$ cat config.mk
export PLATFORM = sky130hd
export DESIGN_NAME = fdt_structure_token_parser_flat
export DESIGN_NICKNAME = d
export VERILOG_FILES = /design/src/design/fdt_stp_pkg.sv /design/src/design/fdt_stp_ifs.sv /design/src/design/fdt_stp_front.sv /design/src/design/fdt_stp_queue.sv /design/src/design/fdt_stp_back.sv /design/src/design/fdt_structure_token_parser.sv /design/src/flat_wrapper.sv
export SDC_FILE = /design/constraint.sdc
export NUM_CORES = 1
export LEC_CHECK = 0
export BUFFER_PORTS_ARGS = -buffer_cell sky130_fd_sc_hd__buf_2
export CAP_MARGIN = 20
export CORE_MARGIN = 8
export CORE_UTILIZATION = 57
export CTS_BUF_LIST = sky130_fd_sc_hd__clkbuf_8
export DETAILED_ROUTE_END_ITERATION = 16
export HOLD_SLACK_MARGIN = 0.02
export PLACE_DENSITY = 0.86
export SLEW_MARGIN = 20
export SYNTH_ARGS = -nofsm -noshare
export SYNTH_HDL_FRONTEND = slang
export SYNTH_SLANG_ARGS = --single-unit
$ cat constraint.sdc
create_clock -name i_clk -period 5.07 [get_ports i_clk]
set_input_delay 0.2535 -clock i_clk [delete_from_list [all_inputs] [get_ports i_clk]]
set_output_delay 0.2535 -clock i_clk [all_outputs]
set_load 0.01 [all_outputs]
$ cat src/design/fdt_stp_pkg.sv
// ----------------------------------------------------------------------------
// fdt_stp_pkg
// Shared types and constants for the device tree structure token parser:
// token codes, parser phases, event kinds and the queued event record.
// ----------------------------------------------------------------------------
package fdt_stp_pkg;

    // token words of the structure block
    localparam logic [31:0] TOK_BEGIN   = 32'd1;
    localparam logic [31:0] TOK_ENDNODE = 32'd2;
    localparam logic [31:0] TOK_PROP    = 32'd3;
    localparam logic [31:0] TOK_NOP     = 32'd4;
    localparam logic [31:0] TOK_END     = 32'd9;

    // event queue between front and back
    localparam int QUEUE_DEPTH = 4;
    localparam int QUEUE_AW    = $clog2(QUEUE_DEPTH);

    // width of the remaining value word count
    localparam int LEFT_W = 30;

    typedef enum logic [2:0] {
        KIND_BEGIN  = 3'd0,
        KIND_NAME   = 3'd1,
        KIND_ENDND  = 3'd2,
        KIND_HEADER = 3'd3,
        KIND_VALUE  = 3'd4,
        KIND_NOP    = 3'd5,
        KIND_END    = 3'd6
    } t_kind;

    typedef enum logic [2:0] {
        PH_TOKEN = 3'd0,
        PH_NAME  = 3'd1,
        PH_LEN   = 3'd2,
        PH_OFF   = 3'd3,
        PH_VALUE = 3'd4
    } t_phase;

    // classified event, name offset still raw
    typedef struct packed {
        t_kind       kind;
        logic [31:0] data;
        logic [31:0] offset;
        logic        last;
    } t_evt;

    // queue status seen by front and back
    typedef struct packed {
        logic full;
        logic not_empty;
    } t_q_stat;

endpackage

$ cat src/design/fdt_stp_ifs.sv
// ----------------------------------------------------------------------------
// fdt_stp interfaces
// Valid/ready channels for structure words, parser events and the
// strings base register write.
// ----------------------------------------------------------------------------

// structure block word channel
interface fdt_stp_word_if;
    logic        valid;
    logic        ready;
    logic [31:0] word;
    logic        end_of_block;

    modport source (output valid, output word, output end_of_block, input ready);
    modport sink (input valid, input word, input end_of_block, output ready);
endinterface

// parser event channel
interface fdt_stp_evt_if;
    logic        valid;
    logic        ready;
    logic [2:0]  kind;
    logic [31:0] data;
    logic [31:0] name_addr;
    logic        last_of_run;

    modport source (output valid, output kind, output data, output name_addr,
                    output last_of_run, input ready);
    modport sink (input valid, input kind, input data, input name_addr,
                  input last_of_run, output ready);
endinterface

// strings base write channel
interface fdt_stp_cfg_if;
    logic        valid;
    logic        ready;
    logic [31:0] data;

    modport source (output valid, output data, input ready);
    modport sink (input valid, input data, output ready);
endinterface

$ cat src/design/fdt_stp_front.sv
// ----------------------------------------------------------------------------
// fdt_stp_front
// Accepts structure words, tracks the parse phase and turns each meaningful
// word into one event for the queue.
// ----------------------------------------------------------------------------
module fdt_stp_front (
    input  logic                 i_clk,
    input  logic                 i_rst_n,
    fdt_stp_word_if.sink         i_word_if,
    input  fdt_stp_pkg::t_q_stat i_q_stat,
    output logic                 o_push,
    output fdt_stp_pkg::t_evt    o_evt
);

    fdt_stp_pkg::t_phase             r_phase, n_phase;
    logic [fdt_stp_pkg::LEFT_W-1:0]  r_words_left, n_words_left;
    logic [31:0]                     r_held_length, n_held_length;

    logic        accept;
    logic        zero_byte;
    logic        gen;
    logic [31:0] len_m1;

    // take a word whenever the queue has room
    assign i_word_if.ready = !i_q_stat.full;
    assign accept          = i_word_if.valid && !i_q_stat.full;
    assign o_push          = accept && gen;

    assign zero_byte = (i_word_if.word[31:24] == 8'd0) || (i_word_if.word[23:16] == 8'd0)
                    || (i_word_if.word[15:8] == 8'd0) || (i_word_if.word[7:0] == 8'd0);
    assign len_m1    = r_held_length - 32'd1;

    // classify the word and compute the next phase
    always_comb begin
        n_phase       = r_phase;
        n_words_left  = r_words_left;
        n_held_length = r_held_length;
        gen           = 1'b0;
        o_evt.kind    = fdt_stp_pkg::KIND_BEGIN;
        o_evt.data    = 32'd0;
        o_evt.offset  = 32'd0;
        o_evt.last    = 1'b0;
        case (r_phase)
            fdt_stp_pkg::PH_TOKEN: begin
                if (i_word_if.word == fdt_stp_pkg::TOK_BEGIN) begin
                    gen        = 1'b1;
                    o_evt.kind = fdt_stp_pkg::KIND_BEGIN;
                    n_phase    = fdt_stp_pkg::PH_NAME;
                end else if (i_word_if.word == fdt_stp_pkg::TOK_ENDNODE) begin
                    gen        = 1'b1;
                    o_evt.kind = fdt_stp_pkg::KIND_ENDND;
                end else if (i_word_if.word == fdt_stp_pkg::TOK_PROP) begin
                    n_phase = fdt_stp_pkg::PH_LEN;
                end else if (i_word_if.word == fdt_stp_pkg::TOK_NOP) begin
                    gen        = 1'b1;
                    o_evt.kind = fdt_stp_pkg::KIND_NOP;
                end else if (i_word_if.word == fdt_stp_pkg::TOK_END) begin
                    gen        = 1'b1;
                    o_evt.kind = fdt_stp_pkg::KIND_END;
                end
            end
            fdt_stp_pkg::PH_NAME: begin
                gen        = 1'b1;
                o_evt.kind = fdt_stp_pkg::KIND_NAME;
                o_evt.data = i_word_if.word;
                o_evt.last = zero_byte;
                if (zero_byte) begin
                    n_phase = fdt_stp_pkg::PH_TOKEN;
                end
            end
            fdt_stp_pkg::PH_LEN: begin
                n_held_length = i_word_if.word;
                n_phase       = fdt_stp_pkg::PH_OFF;
            end
            fdt_stp_pkg::PH_OFF: begin
                gen          = 1'b1;
                o_evt.kind   = fdt_stp_pkg::KIND_HEADER;
                o_evt.data   = r_held_length;
                o_evt.offset = i_word_if.word;
                o_evt.last   = (r_held_length == 32'd0);
                if (r_held_length == 32'd0) begin
                    n_phase = fdt_stp_pkg::PH_TOKEN;
                end else begin
                    // ceil(len/4) words, count the ones after the first
                    n_words_left = len_m1[31:2];
                    n_phase      = fdt_stp_pkg::PH_VALUE;
                end
            end
            fdt_stp_pkg::PH_VALUE: begin
                gen        = 1'b1;
                o_evt.kind = fdt_stp_pkg::KIND_VALUE;
                o_evt.data = i_word_if.word;
                o_evt.last = (r_words_left == '0);
                if (r_words_left == '0) begin
                    n_phase = fdt_stp_pkg::PH_TOKEN;
                end else begin
                    n_words_left = r_words_left - 1'b1;
                end
            end
            default: begin
                n_phase = fdt_stp_pkg::PH_TOKEN;
            end
        endcase
        // end of block resynchronizes to the token phase
        if (i_word_if.end_of_block) begin
            n_phase      = fdt_stp_pkg::PH_TOKEN;
            n_words_left = '0;
        end
    end

    // parse state
    always_ff @(posedge i_clk) begin
        if (!i_rst_n) begin
            r_phase       <= fdt_stp_pkg::PH_TOKEN;
            r_words_left  <= '0;
            r_held_length <= 32'd0;
        end else if (accept) begin
            r_phase       <= n_phase;
            r_words_left  <= n_words_left;
            r_held_length <= n_held_length;
        end
    end

    // a pending value count only exists inside a property value
    a_left_in_value: assert property (@(posedge i_clk) disable iff (!i_rst_n)
        (r_words_left != '0) |-> (r_phase == fdt_stp_pkg::PH_VALUE))
        else $error("value word count pending outside value phase");

endmodule

$ cat src/design/fdt_stp_queue.sv
// ----------------------------------------------------------------------------
// fdt_stp_queue
// Short event queue that decouples word intake from result delivery.
// ----------------------------------------------------------------------------
module fdt_stp_queue (
    input  logic                 i_clk,
    input  logic                 i_rst_n,
    input  logic                 i_push,
    input  fdt_stp_pkg::t_evt    i_evt,
    input  logic                 i_pop,
    output fdt_stp_pkg::t_evt    o_evt,
    output fdt_stp_pkg::t_q_stat o_stat
);

    fdt_stp_pkg::t_evt                r_mem [fdt_stp_pkg::QUEUE_DEPTH];
    logic [fdt_stp_pkg::QUEUE_AW-1:0] r_wr_ptr, r_rd_ptr;
    logic [fdt_stp_pkg::QUEUE_AW:0]   r_count;

    assign o_stat.full      = (r_count == (fdt_stp_pkg::QUEUE_AW + 1)'(fdt_stp_pkg::QUEUE_DEPTH));
    assign o_stat.not_empty = (r_count != '0);
    assign o_evt            = r_mem[r_rd_ptr];

    // entry storage
    always_ff @(posedge i_clk) begin
        if (i_push) begin
            r_mem[r_wr_ptr] <= i_evt;
        end
    end

    // pointers and fill level
    always_ff @(posedge i_clk) begin
        if (!i_rst_n) begin
            r_wr_ptr <= '0;
            r_rd_ptr <= '0;
            r_count  <= '0;
        end else begin
            if (i_push) begin
                r_wr_ptr <= r_wr_ptr + 1'b1;
            end
            if (i_pop) begin
                r_rd_ptr <= r_rd_ptr + 1'b1;
            end
            if (i_push && !i_pop) begin
                r_count <= r_count + 1'b1;
            end else if (!i_push && i_pop) begin
                r_count <= r_count - 1'b1;
            end
        end
    end

    a_count_bound: assert property (@(posedge i_clk) disable iff (!i_rst_n)
        r_count <= (fdt_stp_pkg::QUEUE_AW + 1)'(fdt_stp_pkg::QUEUE_DEPTH))
        else $error("queue fill level out of range");

    a_no_overflow: assert property (@(posedge i_clk) disable iff (!i_rst_n)
        !(i_push && o_stat.full))
        else $error("push into full queue");

    a_no_underflow: assert property (@(posedge i_clk) disable iff (!i_rst_n)
        i_pop |-> o_stat.not_empty)
        else $error("pop from empty queue");

endmodule

$ cat src/design/fdt_stp_back.sv
// ----------------------------------------------------------------------------
// fdt_stp_back
// Holds the strings base, forms the property name address and drives the
// registered event output.
// ----------------------------------------------------------------------------
module fdt_stp_back (
    input  logic                 i_clk,
    input  logic                 i_rst_n,
    fdt_stp_cfg_if.sink          i_cfg_if,
    input  fdt_stp_pkg::t_evt    i_evt,
    input  fdt_stp_pkg::t_q_stat i_q_stat,
    output logic                 o_pop,
    fdt_stp_evt_if.source        o_evt_if
);

    logic [31:0] r_strings_base;
    logic        r_valid;
    logic [2:0]  r_kind;
    logic [31:0] r_data;
    logic [31:0] r_name_addr;
    logic        r_last;

    // strings base register, always writable
    assign i_cfg_if.ready = 1'b1;

    always_ff @(posedge i_clk) begin
        if (!i_rst_n) begin
            r_strings_base <= 32'd0;
        end else if (i_cfg_if.valid) begin
            r_strings_base <= i_cfg_if.data;
        end
    end

    // refill the output register when it is empty or being taken
    assign o_pop = i_q_stat.not_empty && (!r_valid || o_evt_if.ready);

    always_ff @(posedge i_clk) begin
        if (!i_rst_n) begin
            r_valid <= 1'b0;
        end else if (o_pop) begin
            r_valid <= 1'b1;
        end else if (o_evt_if.ready) begin
            r_valid <= 1'b0;
        end
    end

    // output payload, name address only on a header
    always_ff @(posedge i_clk) begin
        if (o_pop) begin
            r_kind <= i_evt.kind;
            r_data <= i_evt.data;
            r_last <= i_evt.last;
            if (i_evt.kind == fdt_stp_pkg::KIND_HEADER) begin
                r_name_addr <= r_strings_base + i_evt.offset;
            end else begin
                r_name_addr <= 32'd0;
            end
        end
    end

    assign o_evt_if.valid       = r_valid;
    assign o_evt_if.kind        = r_kind;
    assign o_evt_if.data        = r_data;
    assign o_evt_if.name_addr   = r_name_addr;
    assign o_evt_if.last_of_run = r_last;

    a_addr_header_only: assert property (@(posedge i_clk) disable iff (!i_rst_n)
        (r_valid && (r_kind != fdt_stp_pkg::KIND_HEADER)) |-> (r_name_addr == 32'd0))
        else $error("name address on non-header event");

    a_hold_when_stalled: assert property (@(posedge i_clk) disable iff (!i_rst_n)
        (r_valid && !o_evt_if.ready) |=> (r_valid && $stable(r_data) && $stable(r_kind)))
        else $error("output register changed while stalled");

endmodule

$ cat src/design/fdt_structure_token_parser.sv
// ----------------------------------------------------------------------------
// fdt_structure_token_parser
// FDT structure block parser, one 32-bit word per cycle while not stalled.
// ----------------------------------------------------------------------------
// Takes one structure block word per clock, first memory byte in bits 31:24,
// and gives one event per meaningful word: begin node, name words, end node,
// property header with its length and strings base plus name offset, value
// words, nop and end. Sustained rate is one word per cycle while the queue
// has room; the front parse state updates once per word and the output side
// is a four-entry event queue then an output register, so a result passes
// through both before it is presented; a stalled sink stops intake only once
// the queue fills. Property tokens, property length words and unknown tokens
// produce no event. The user writes the strings base register over its own
// channel only while the parser is idle; the block does not enforce this.
module fdt_structure_token_parser (
    input  logic          i_clk,
    input  logic          i_rst_n,
    fdt_stp_word_if.sink  i_word_if,
    fdt_stp_evt_if.source o_evt_if,
    fdt_stp_cfg_if.sink   i_cfg_if
);

    logic                 push;
    logic                 pop;
    fdt_stp_pkg::t_evt    front_evt;
    fdt_stp_pkg::t_evt    queue_evt;
    fdt_stp_pkg::t_q_stat q_stat;

    // word intake and classification
    fdt_stp_front u_front (
        .i_clk     (i_clk),
        .i_rst_n   (i_rst_n),
        .i_word_if (i_word_if),
        .i_q_stat  (q_stat),
        .o_push    (push),
        .o_evt     (front_evt)
    );

    // event queue
    fdt_stp_queue u_queue (
        .i_clk   (i_clk),
        .i_rst_n (i_rst_n),
        .i_push  (push),
        .i_evt   (front_evt),
        .i_pop   (pop),
        .o_evt   (queue_evt),
        .o_stat  (q_stat)
    );

    // address forming and output register
    fdt_stp_back u_back (
        .i_clk    (i_clk),
        .i_rst_n  (i_rst_n),
        .i_cfg_if (i_cfg_if),
        .i_evt    (queue_evt),
        .i_q_stat (q_stat),
        .o_pop    (pop),
        .o_evt_if (o_evt_if)
    );

endmodule
$ cat src/flat_wrapper.sv
// flat-port wrapper written by rule: the top's interface ports become plain ports
module fdt_structure_token_parser_flat 
  (i_clk, i_rst_n, i_word_if_valid, i_word_if_word, i_word_if_end_of_block, i_word_if_ready, o_evt_if_valid, o_evt_if_kind, o_evt_if_data, o_evt_if_name_addr, o_evt_if_last_of_run, o_evt_if_ready, i_cfg_if_valid, i_cfg_if_data, i_cfg_if_ready);
  fdt_stp_word_if i_word_if_i ();
  fdt_stp_evt_if o_evt_if_i ();
  fdt_stp_cfg_if i_cfg_if_i ();
  input  logic i_clk;
  input  logic i_rst_n;
  input wire logic [$bits(i_word_if_i.valid)-1:0] i_word_if_valid;
  input wire logic [$bits(i_word_if_i.word)-1:0] i_word_if_word;
  input wire logic [$bits(i_word_if_i.end_of_block)-1:0] i_word_if_end_of_block;
  output wire logic [$bits(i_word_if_i.ready)-1:0] i_word_if_ready;
  output wire logic [$bits(o_evt_if_i.valid)-1:0] o_evt_if_valid;
  output wire logic [$bits(o_evt_if_i.kind)-1:0] o_evt_if_kind;
  output wire logic [$bits(o_evt_if_i.data)-1:0] o_evt_if_data;
  output wire logic [$bits(o_evt_if_i.name_addr)-1:0] o_evt_if_name_addr;
  output wire logic [$bits(o_evt_if_i.last_of_run)-1:0] o_evt_if_last_of_run;
  input wire logic [$bits(o_evt_if_i.ready)-1:0] o_evt_if_ready;
  input wire logic [$bits(i_cfg_if_i.valid)-1:0] i_cfg_if_valid;
  input wire logic [$bits(i_cfg_if_i.data)-1:0] i_cfg_if_data;
  output wire logic [$bits(i_cfg_if_i.ready)-1:0] i_cfg_if_ready;
  assign i_word_if_i.valid = i_word_if_valid;
  assign i_word_if_i.word = i_word_if_word;
  assign i_word_if_i.end_of_block = i_word_if_end_of_block;
  assign i_word_if_ready = i_word_if_i.ready;
  assign o_evt_if_valid = o_evt_if_i.valid;
  assign o_evt_if_kind = o_evt_if_i.kind;
  assign o_evt_if_data = o_evt_if_i.data;
  assign o_evt_if_name_addr = o_evt_if_i.name_addr;
  assign o_evt_if_last_of_run = o_evt_if_i.last_of_run;
  assign o_evt_if_i.ready = o_evt_if_ready;
  assign i_cfg_if_i.valid = i_cfg_if_valid;
  assign i_cfg_if_i.data = i_cfg_if_data;
  assign i_cfg_if_ready = i_cfg_if_i.ready;
  fdt_structure_token_parser u_core (.i_clk(i_clk), .i_rst_n(i_rst_n), .i_word_if(i_word_if_i), .o_evt_if(o_evt_if_i), .i_cfg_if(i_cfg_if_i));
endmodule
==> results of run 1 <==
## metal layers
| metal | track usage, % | vias to the layer above |
|---|---|---|
| met4 | 7.64 | 2 |
| met3 | 4.74 | 105 |
| met1 | 29.1 | 6521 |
| met5 | 0 | - |
| met2 | 37.8 | 714 |
| li1 | - | 6057 |
## cells by family (layout without fill, tap and decap cells)
group / count (synthesis) / after routing / synth area share, %
simple gates: 447 / 447 / 12.0
mux: 136 / 136 / 11.1
other cells: 1 / 1 / 0.0187
flops: 447 / 447 / 61.7
fa+ha+maj: 39 / 39 / 2.51
xor+xnor: 56 / 56 / 2.45
compound gates: 232 / 232 / 8.00
buf+inv: 110 / 373 / 2.20
## state kept, by name, summed over array words and instances, names as in the netlist, named ones only
name,cells
u_core.u_back.o_evt_if.name_addr,32
u_core.u_queue.r_mem,272
u_core.u_queue.r_wr_ptr,2
u_core.u_back.o_evt_if.data,32
u_core.u_front.r_held_length,32
u_core.u_back.r_strings_base,32
u_core.u_front.r_words_left,30
u_core.u_queue.r_rd_ptr,2
u_core.u_back.o_evt_if.valid,1
u_core.u_front.r_phase,3
u_core.u_queue.r_count,3
u_core.u_back.o_evt_if.last_of_run,1
u_core.u_back.o_evt_if.kind,3
## placed cells by master (no fill, tap or decap), types with 45 or more instances in the layout
cell type      count
edfxtp_1         340
buf_2            139
dfxtp_1          105
clkbuf_8          76
nand2_1           75
nor2_1            74
nor2b_1           74
mux4_2            68
mux2i_1           68
dlygate4sd3_1     60
nand3_1           50
a21oi_1           47
o21ai_0           46
inv_1             45
## stage by stage
stage / total power [uW] / instance area (um^2) / utilization (%) / setup WS, ns / hold WS, ns
after floorplan: 5530 / 20000 / - / 0.710 / 0.420
after global placement: 6050 / 21100 / 61.2 / 1.03 / 0.441
after detailed placement: 6080 / 21100 / 61.2 / 0.963 / 0.459
after CTS: 8990 / 23100 / 66.8 / 0.913 / 0.0210
after global routing: 9290 / 23100 / 66.8 / 0.499 / 0.0394
final: 8920 / 23100 / 66.8 / 0.923 / 0.0651
## path summary, 6_finish.rpt
kind,end,slack [ns],depth (start not counted)
worst max-delay path,u_core.u_back.o_evt_if.name_addr[26],0.92,10
worst min-delay path,u_core.u_front.r_held_length[16],0.07,3
worst max register to register,u_core.u_back.o_evt_if.name_addr[26],0.92,10
worst min register to register,u_core.u_front.r_words_left[25],0.47,2
## synthesized netlist by cell type (40+ instances only)
| cell type | n | area share [%] |
|---|---|---|
| nand2_1 | 75 | 1.4 |
| a21oi_1 | 48 | 1.2 |
| clkbuf_1 | 58 | 1.1 |
| mux4_2 | 68 | 7.7 |
| nor2b_1 | 74 | 2.3 |
| nor2_1 | 75 | 1.4 |
| nor3_1 | 40 | 1.0 |
| mux2i_1 | 68 | 3.4 |
| nand3_1 | 51 | 1.3 |
| dfxtp_1 | 107 | 11 |
| edfxtp_1 | 340 | 51 |
| o21ai_0 | 46 | 1.2 |
## power groups by stage
stage | sequential [uW] | clock (uW) | combinational (uW)
6_report | 4470 | 2890 | 1560
5_1_grt | 4510 | 3090 | 1690
4_1_cts | 4480 | 2940 | 1570
3_5_place_dp | 4550 | 0 | 1530
3_3_place_gp | 4540 | 0 | 1510
2_1_floorplan | 4580 | 0 | 950
## final cells by class
| type | instances | area share, % |
|---|---|---|
| Sequential cell | 447 | 53.5 |
| Multi-Input combinational cell | 911 | 31.3 |
| Timing Repair Buffer | 219 | 6.48 |
| Clock buffer | 76 | 4.53 |
| Tap cell | 455 | 2.47 |
| Clock inverter | 55 | 1.29 |
| Inverter | 23 | 0.374 |
## worst reg2reg max path: stages (launching register included)
cell,delay [ns]
dfxtp_4,0.71
buf_4,0.49
mux4_2,0.57
ha_1,0.23
a21oi_1,0.25
nand2_1,0.16
nor4b_1,0.58
a211oi_1,0.20
nor4_1,0.46
o21a_1,0.19
nor3_1,0.04
==> reports/metrics.csv, run 1 <==
stage,metric,value,unit
pwr,power_switching,2480,uW
hold_path,min_path_type,in -> reg,
routing,drt-total-wl,47600,um
pwr,p_leak,0.00834,uW
global_route,grtUsageTotal,22.6,%
placement,dp.cells,1995,
cts,numCtsBuffers,72,
logic_synthesis,async_flop_share,0,%
floorplanning,initial_utilization,57.9,%
routing,wl_met3,4260,um
critical_path,cpPeakStageDelay,0.71,ns
floorplanning,num_rows,68,
critical_path,path_cells,"buf_4, mux4_2, ha_1, a21oi_1, nand2_1, nor4b_1, a211oi_1, nor4_1, o21a_1, nor3_1",
hold_path,hold_start,i_word_if_word[16],
critical_path,cpLargestDelayFamily,simple AND/OR/NAND/NOR gates,
routing,drt_iter0_markers,1205,
routing,wl_met2,23200,um
global_route,grt_pass1_vias,13300,
global_route,grt_max_degree,84,
sta,setup_viol,0,
global_route,overflow,0,
cts,cts.sinks,447,
logic_synthesis,synthCells,1468,
cts,max-clock-path-buffers,3,
floorplanning,ios,141,
routing,drc,0,
routing,wl_met1,18900,um
logic_synthesis,syn-num-nets,1577,
critical_path,crit_path_end_kind,register,
logic_synthesis,syn_area_per_cell,13.6,um^2
critical_path,crit_slowest_cell,dfxtp_4,
critical_path,crit_buf_inv,1,
cts,cts_tree,built,
sta,finalSetupTns,0,ns
global_route,antenna_found_initial,1,
placement,gp_congestion,0.878,
pwr,pwr-share-clk,32.4,%
sta,grt_setup_unrepaired,false,
finish,nNetsFinal,1783,
pwr,swShare,27.8,%
floorplanning,die_x,203,um
routing,dr.max_layer_used,met5,
cts,root_buffer,clkbuf_8,
sta,fmax,241,MHz
outcome,status,"complete, no violations",
routing,antenna_left,0,
sta,min_period,4.15,ns
logic_synthesis,synth_edf_count,340,
floorplanning,die-area,41300,um^2
critical_path,cp-start-kind,register,
floorplanning,coreArea,34500,um^2
routing,vias,13400,
pwr,share_seq_of_total_power,50.1,%
logic_synthesis,netlist-cell-type-count,73,
floorplanning,die_y,203,um
logic_synthesis,yosys_warnings,0,
finish,multiInputGateArea,7240,um^2
logic_synthesis,syn-cell-area,20000,um^2
finish,drive_above_1_share,20.2,%
finish,n_fill_cell,2368,
routing,viasPerCell,6.13,
cts,clk_pin_slew_worst_paths,0.06,ns
pwr,p_int,6440,uW
cts,postCtsHoldBufs,60,
critical_path,cp_max_fo,27,
critical_path,worstPathRequired,5.39,ns
placement,port_buffers,139,
finish,regArea,12400,um^2
sta,clock_skew,0.0274,ns
finish,diodes,0,
finish,area_growth,15.4,%
logic_synthesis,yosys_most_used_dff,edfxtp_1,
logic_synthesis,seq_area_frac_synth,61.7,%
pwr,comb_power_share,17.5,%
run,drv_cap,0,
cts,post_cts_buffers,0,
routing,dr.pass1.iters,5,
critical_path,arrival,4.47,ns
sta,slew_headroom,35.0,%
cts,post_cts_resized,0,
sta,timing.final.hold_violations,0,
sta,maxSlewViolCount,0,
finish,fin_cells,2186,
global_route,grt_pass1_wl,73700,um
pwr,pwr_density_cell,386,nW/um^2
critical_path,criticalPathCategory,reg -> reg,
routing,wl_per_cell,21.8,um
sta,min_period_over_period,81.8,%
cts,clock_latency,0.60,ns
placement,dpl.hpwl,31300,um
logic_synthesis,ys_ff_latch,447,
sta,worst-slew-pin-transition,0.976,ns
pwr,power.ir.vdd_worst,0.334,mV
cts,htreeDepth,3,
No activity file was read; power rests on OpenSTA's default activity.
==> run 2: changes to the inputs <==
--- a/config.mk
+++ b/config.mk
@@ -5,10 +5,11 @@
 export SDC_FILE = /design/constraint.sdc
 export NUM_CORES = 1
 export LEC_CHECK = 0
+export ABC_AREA = 1
 export BUFFER_PORTS_ARGS = -buffer_cell sky130_fd_sc_hd__buf_2
 export CAP_MARGIN = 20
 export CORE_MARGIN = 8
-export CORE_UTILIZATION = 57
+export CORE_UTILIZATION = 60
 export CTS_BUF_LIST = sky130_fd_sc_hd__clkbuf_8
 export DETAILED_ROUTE_END_ITERATION = 16
 export HOLD_SLACK_MARGIN = 0.02
==> constraint.sdc (replaced) <==
create_clock -name i_clk -period 4.1 [get_ports i_clk]
set_input_delay 0.205 -clock i_clk [delete_from_list [all_inputs] [get_ports i_clk]]
set_output_delay 0.205 -clock i_clk [all_outputs]
set_load 0.01 [all_outputs]
==> run 2 against run 1 <==
  * Wire length rose by 24%
  * Synthesized cell count rose by 48%
  * Flip-flop and latch count did not move
  * Core utilization rose by 4.1 points
  * Fmax rose by 14%
  * Highest routed layer is now met4
  * Critical path type unchanged
  * Clock power rose by 29%
  * Global-route usage rose by 5.9 points
  * Hold slack improved by 0.055 ns
  * Clock skew rose by 0.010 ns
==> reports/metrics.csv, run 2 <==
stage,metric,value,unit,change
critical_path,arrival,4.04,ns,-0.43 ns
cts,clock_latency,0.65,ns,+0.05 ns
routing,drt_iter0_markers,2130,,+77%
logic_synthesis,yosysMostFrequentCell,nor2_1,,
logic_synthesis,yosys_most_used_dff,edfxtp_1,,
critical_path,criticalPathCategory,reg -> reg,,
finish,final_util,70.9,%,+4.1 points
logic_synthesis,async_flop_share,0,%,unchanged
sta,clock_skew,0.0378,ns,+0.0104 ns
global_route,grtUsageTotal,28.5,%,+5.9 points
cts,cts.sinks,447,,unchanged
hold_path,min_path_type,in -> reg,,
placement,dp_slack,0.568,ns,-0.395 ns
global_route,grt_max_degree,101,,+20%
critical_path,worstPathRequired,4.49,ns,-0.90 ns
finish,nNetsFinal,2497,,+40%
finish,diodes,0,,unchanged
routing,dr.pass1.iters,6,,+1
pwr,finalPower,16300,uW,+83%
pwr,comb_power_share,39.1,%,+22 points
floorplanning,initial_utilization,61.0,%,+3.1 points
run,drv_cap,0,,unchanged
sta,slew_headroom,29.5,%,-5.5 points
floorplanning,die-area,40400,um^2,-2.4%
routing,drc,0,,unchanged
sta,setup_viol,0,,unchanged
cts,numCtsBuffers,73,,+1.4%
routing,wl_per_cell,20.4,um,-6.5%
logic_synthesis,netlist-cell-type-count,45,,-38%
sta,worst-slew-pin-transition,1.06,ns,+0.0819 ns
cts,cts_tree,built,,
logic_synthesis,seq_area_frac_synth,60.2,%,-1.5 points
pwr,power_switching,6670,uW,+170%
cts,htreeDepth,3,,unchanged
finish,layout_commonest_cell,nor2_1,,
floorplanning,ios,141,,unchanged
floorplanning,die_x,201,um,-1.2%
pwr,pwr-share-clk,22.9,%,-9.5 points
logic_synthesis,syn_area_per_cell,9.45,um^2,-31%
logic_synthesis,yosys_warnings,0,,unchanged
placement,gp_congestion,0.943,,+7.4%
logic_synthesis,syn-num-nets,2279,,+45%
sta,fmax,274,MHz,+14%
global_route,overflow,0,,unchanged
sta,min_period,3.65,ns,-0.495 ns
sta,min_period_over_period,89.1,%,+7.3 points
cts,clk_pin_slew_worst_paths,0.07,ns,about the same
logic_synthesis,netlist.top_cell.by_area,edfxtp_1,,
logic_synthesis,syn-cell-area,20500,um^2,+2.5%
cts,post_cts_resized,0,,unchanged
cts,root_buffer,clkbuf_8,,
floorplanning,die_y,201,um,-1.2%
finish,fin_cells,2896,,+32%
routing,antenna_left,0,,unchanged
finish,n_fill_cell,2396,,+1.2%
sta,timing.final.hold_violations,0,,unchanged
outcome,status,"complete, no violations",,
sta,maxSlewViolCount,0,,unchanged
critical_path,cp-start-kind,register,,
finish,area_growth,16.3,%,
pwr,p_int,9660,uW,+50%
finish,drive_above_1_share,12.9,%,-7.3 points
global_route,grt_pass1_wl,91500,um,+24%
pwr,share_seq_of_total_power,38.0,%,-12 points
finish,multiInputGateArea,7300,um^2,+0.86%
logic_synthesis,synthCells,2170,,+48%
critical_path,crit_path_end_kind,register,,
logic_synthesis,ys_ff_latch,447,,unchanged
cts,max-clock-path-buffers,3,,unchanged
routing,viasPerCell,6.02,,-1.9%
pwr,power.ir.vdd_worst,0.486,mV,+45%
routing,drt-total-wl,58900,um,+24%
sta,finalSetupTns,0,ns,unchanged
placement,port_buffers,139,,unchanged
floorplanning,num_rows,67,,-1.5%
logic_synthesis,synth_edf_count,340,,unchanged
sta,timing.final.ws_setup,0.448,ns,-0.475 ns
finish,top_register,u_core.u_queue.r_mem,,
finish,regArea,12400,um^2,unchanged
finish,mostFrequentLayoutCells,"nor2_1 (429), edfxtp_1 (340), nand2_1 (278)",,
routing,vias,17400,,+30%
placement,dp.cells,2694,,+35%
finish,largest_reg_flops,272,,unchanged
pwr,pwr_density_cell,685,nW/um^2,+77%
global_route,grt_pass1_vias,16700,,+25%
cts,postCtsHoldBufs,66,,+10%
sta,grt_setup_unrepaired,false,,
placement,dpl.hpwl,39400,um,+26%
critical_path,cp_max_fo,39,,+44%
logic_synthesis,synth_top_area_share,49.8,%,-1.3 points
global_route,antenna_found_initial,0,,-1
logic_synthesis,synth_area_leaders,"edfxtp_1 (50%), dfxtp_1 (10%), nor2_1 (7.9%), o21ai_0 (6.6%), nand2_1 (5.1%)",,
pwr,p_leak,0.00946,uW,+13%
pwr,swShare,40.9,%,+13 points
floorplanning,coreArea,33600,um^2,-2.7%
cts,post_cts_buffers,0,,unchanged
logic_synthesis,ys_top_cells_by_count,"nor2_1 (434), edfxtp_1 (340), nand2_1 (278)",,
run 2: cell types whose count changed after synthesis, moves of 38 or more:
cell     before  now
o21ai_0      46  269
mux2i_1      68    0
o22ai_1       3   79
nor2b_1      74    0
nand2_1      75  278
nand3_1      51   94
inv_1        23  131
mux4_2       68    0
a21oi_1      48  143
o21ai_1       0   38
nor2_1       75  434
run 2: critical path, cell delays in order, from the launching register on:
cell and delay, ns:
dfxtp_4 0.62, clkinv_2 0.36, buf_4 0.33, buf_4 0.26, o21ai_0 0.21, o22ai_1 0.13
ha_1 0.37, a21oi_1 0.19, o21ai_0 0.14, a21oi_1 0.31, inv_1 0.18, nand2_1 0.11
nand3_1 0.08, nand2_1 0.06, nor2_1 0.04
run 2: kinds of logic after synthesis:
logic type	synth area share (%)
other	0.0183
buffers and inverters	4.45
adders and majority gates	2.45
and+or+nand+nor	17.7
xor gates and xnor gates	0.769
DFF	60.2
AOI/OAI and AO/OA	14.4
run 2: worst paths after layout:
path / cells past startpoint / to / startpoint / slack, ns
worst max-delay path: 14 / u_core.u_back.o_evt_if.name_addr[27] / register / 0.45
worst min-delay path: 4 / u_core.u_front.r_held_length[5] / i_word_if_valid / 0.12
worst max register to register: 14 / u_core.u_back.o_evt_if.name_addr[27] / register / 0.45
worst min register to register: 2 / register / u_core.u_queue.r_rd_ptr[1] / 0.46
run 2: final cells by class:
cell class / count / area share (%)
multi-input combinational: 1490 / 30.6
inverter: 140 / 2.21
clock buffer: 77 / 4.44
sequential: 447 / 51.8
clock inverter: 58 / 1.40
timing repair buffer: 236 / 7.19
tap: 448 / 2.35
run 2: power by group through the flow:
stage	clock, uW	sequential, uW	combinational, uW
2_1_floorplan	0	6390	3990
3_3_place_gp	0	6240	6040
3_5_place_dp	0	6270	6170
4_1_cts	3750	6190	6260
5_1_grt	3950	6270	7010
6_report	3740	6210	6380
run 2: routing by layer:
layer / wire, um / GRT usage, %
met2: 28500 / 47.2
met3: 6080 / 6.15
met1: 21800 / 35.3
met4: 2520 / 13.6
met5: 0 / 0
run 2: through the flow:
stage | instance area, um^2 | hold slack, ns
final | 23900 | 0.120
after global routing | 23900 | 0.133
after CTS | 23800 | 0.139
after detailed placement | 21800 | 0.434
after global placement | 21800 | 0.427
after floorplan | 20500 | 0.340
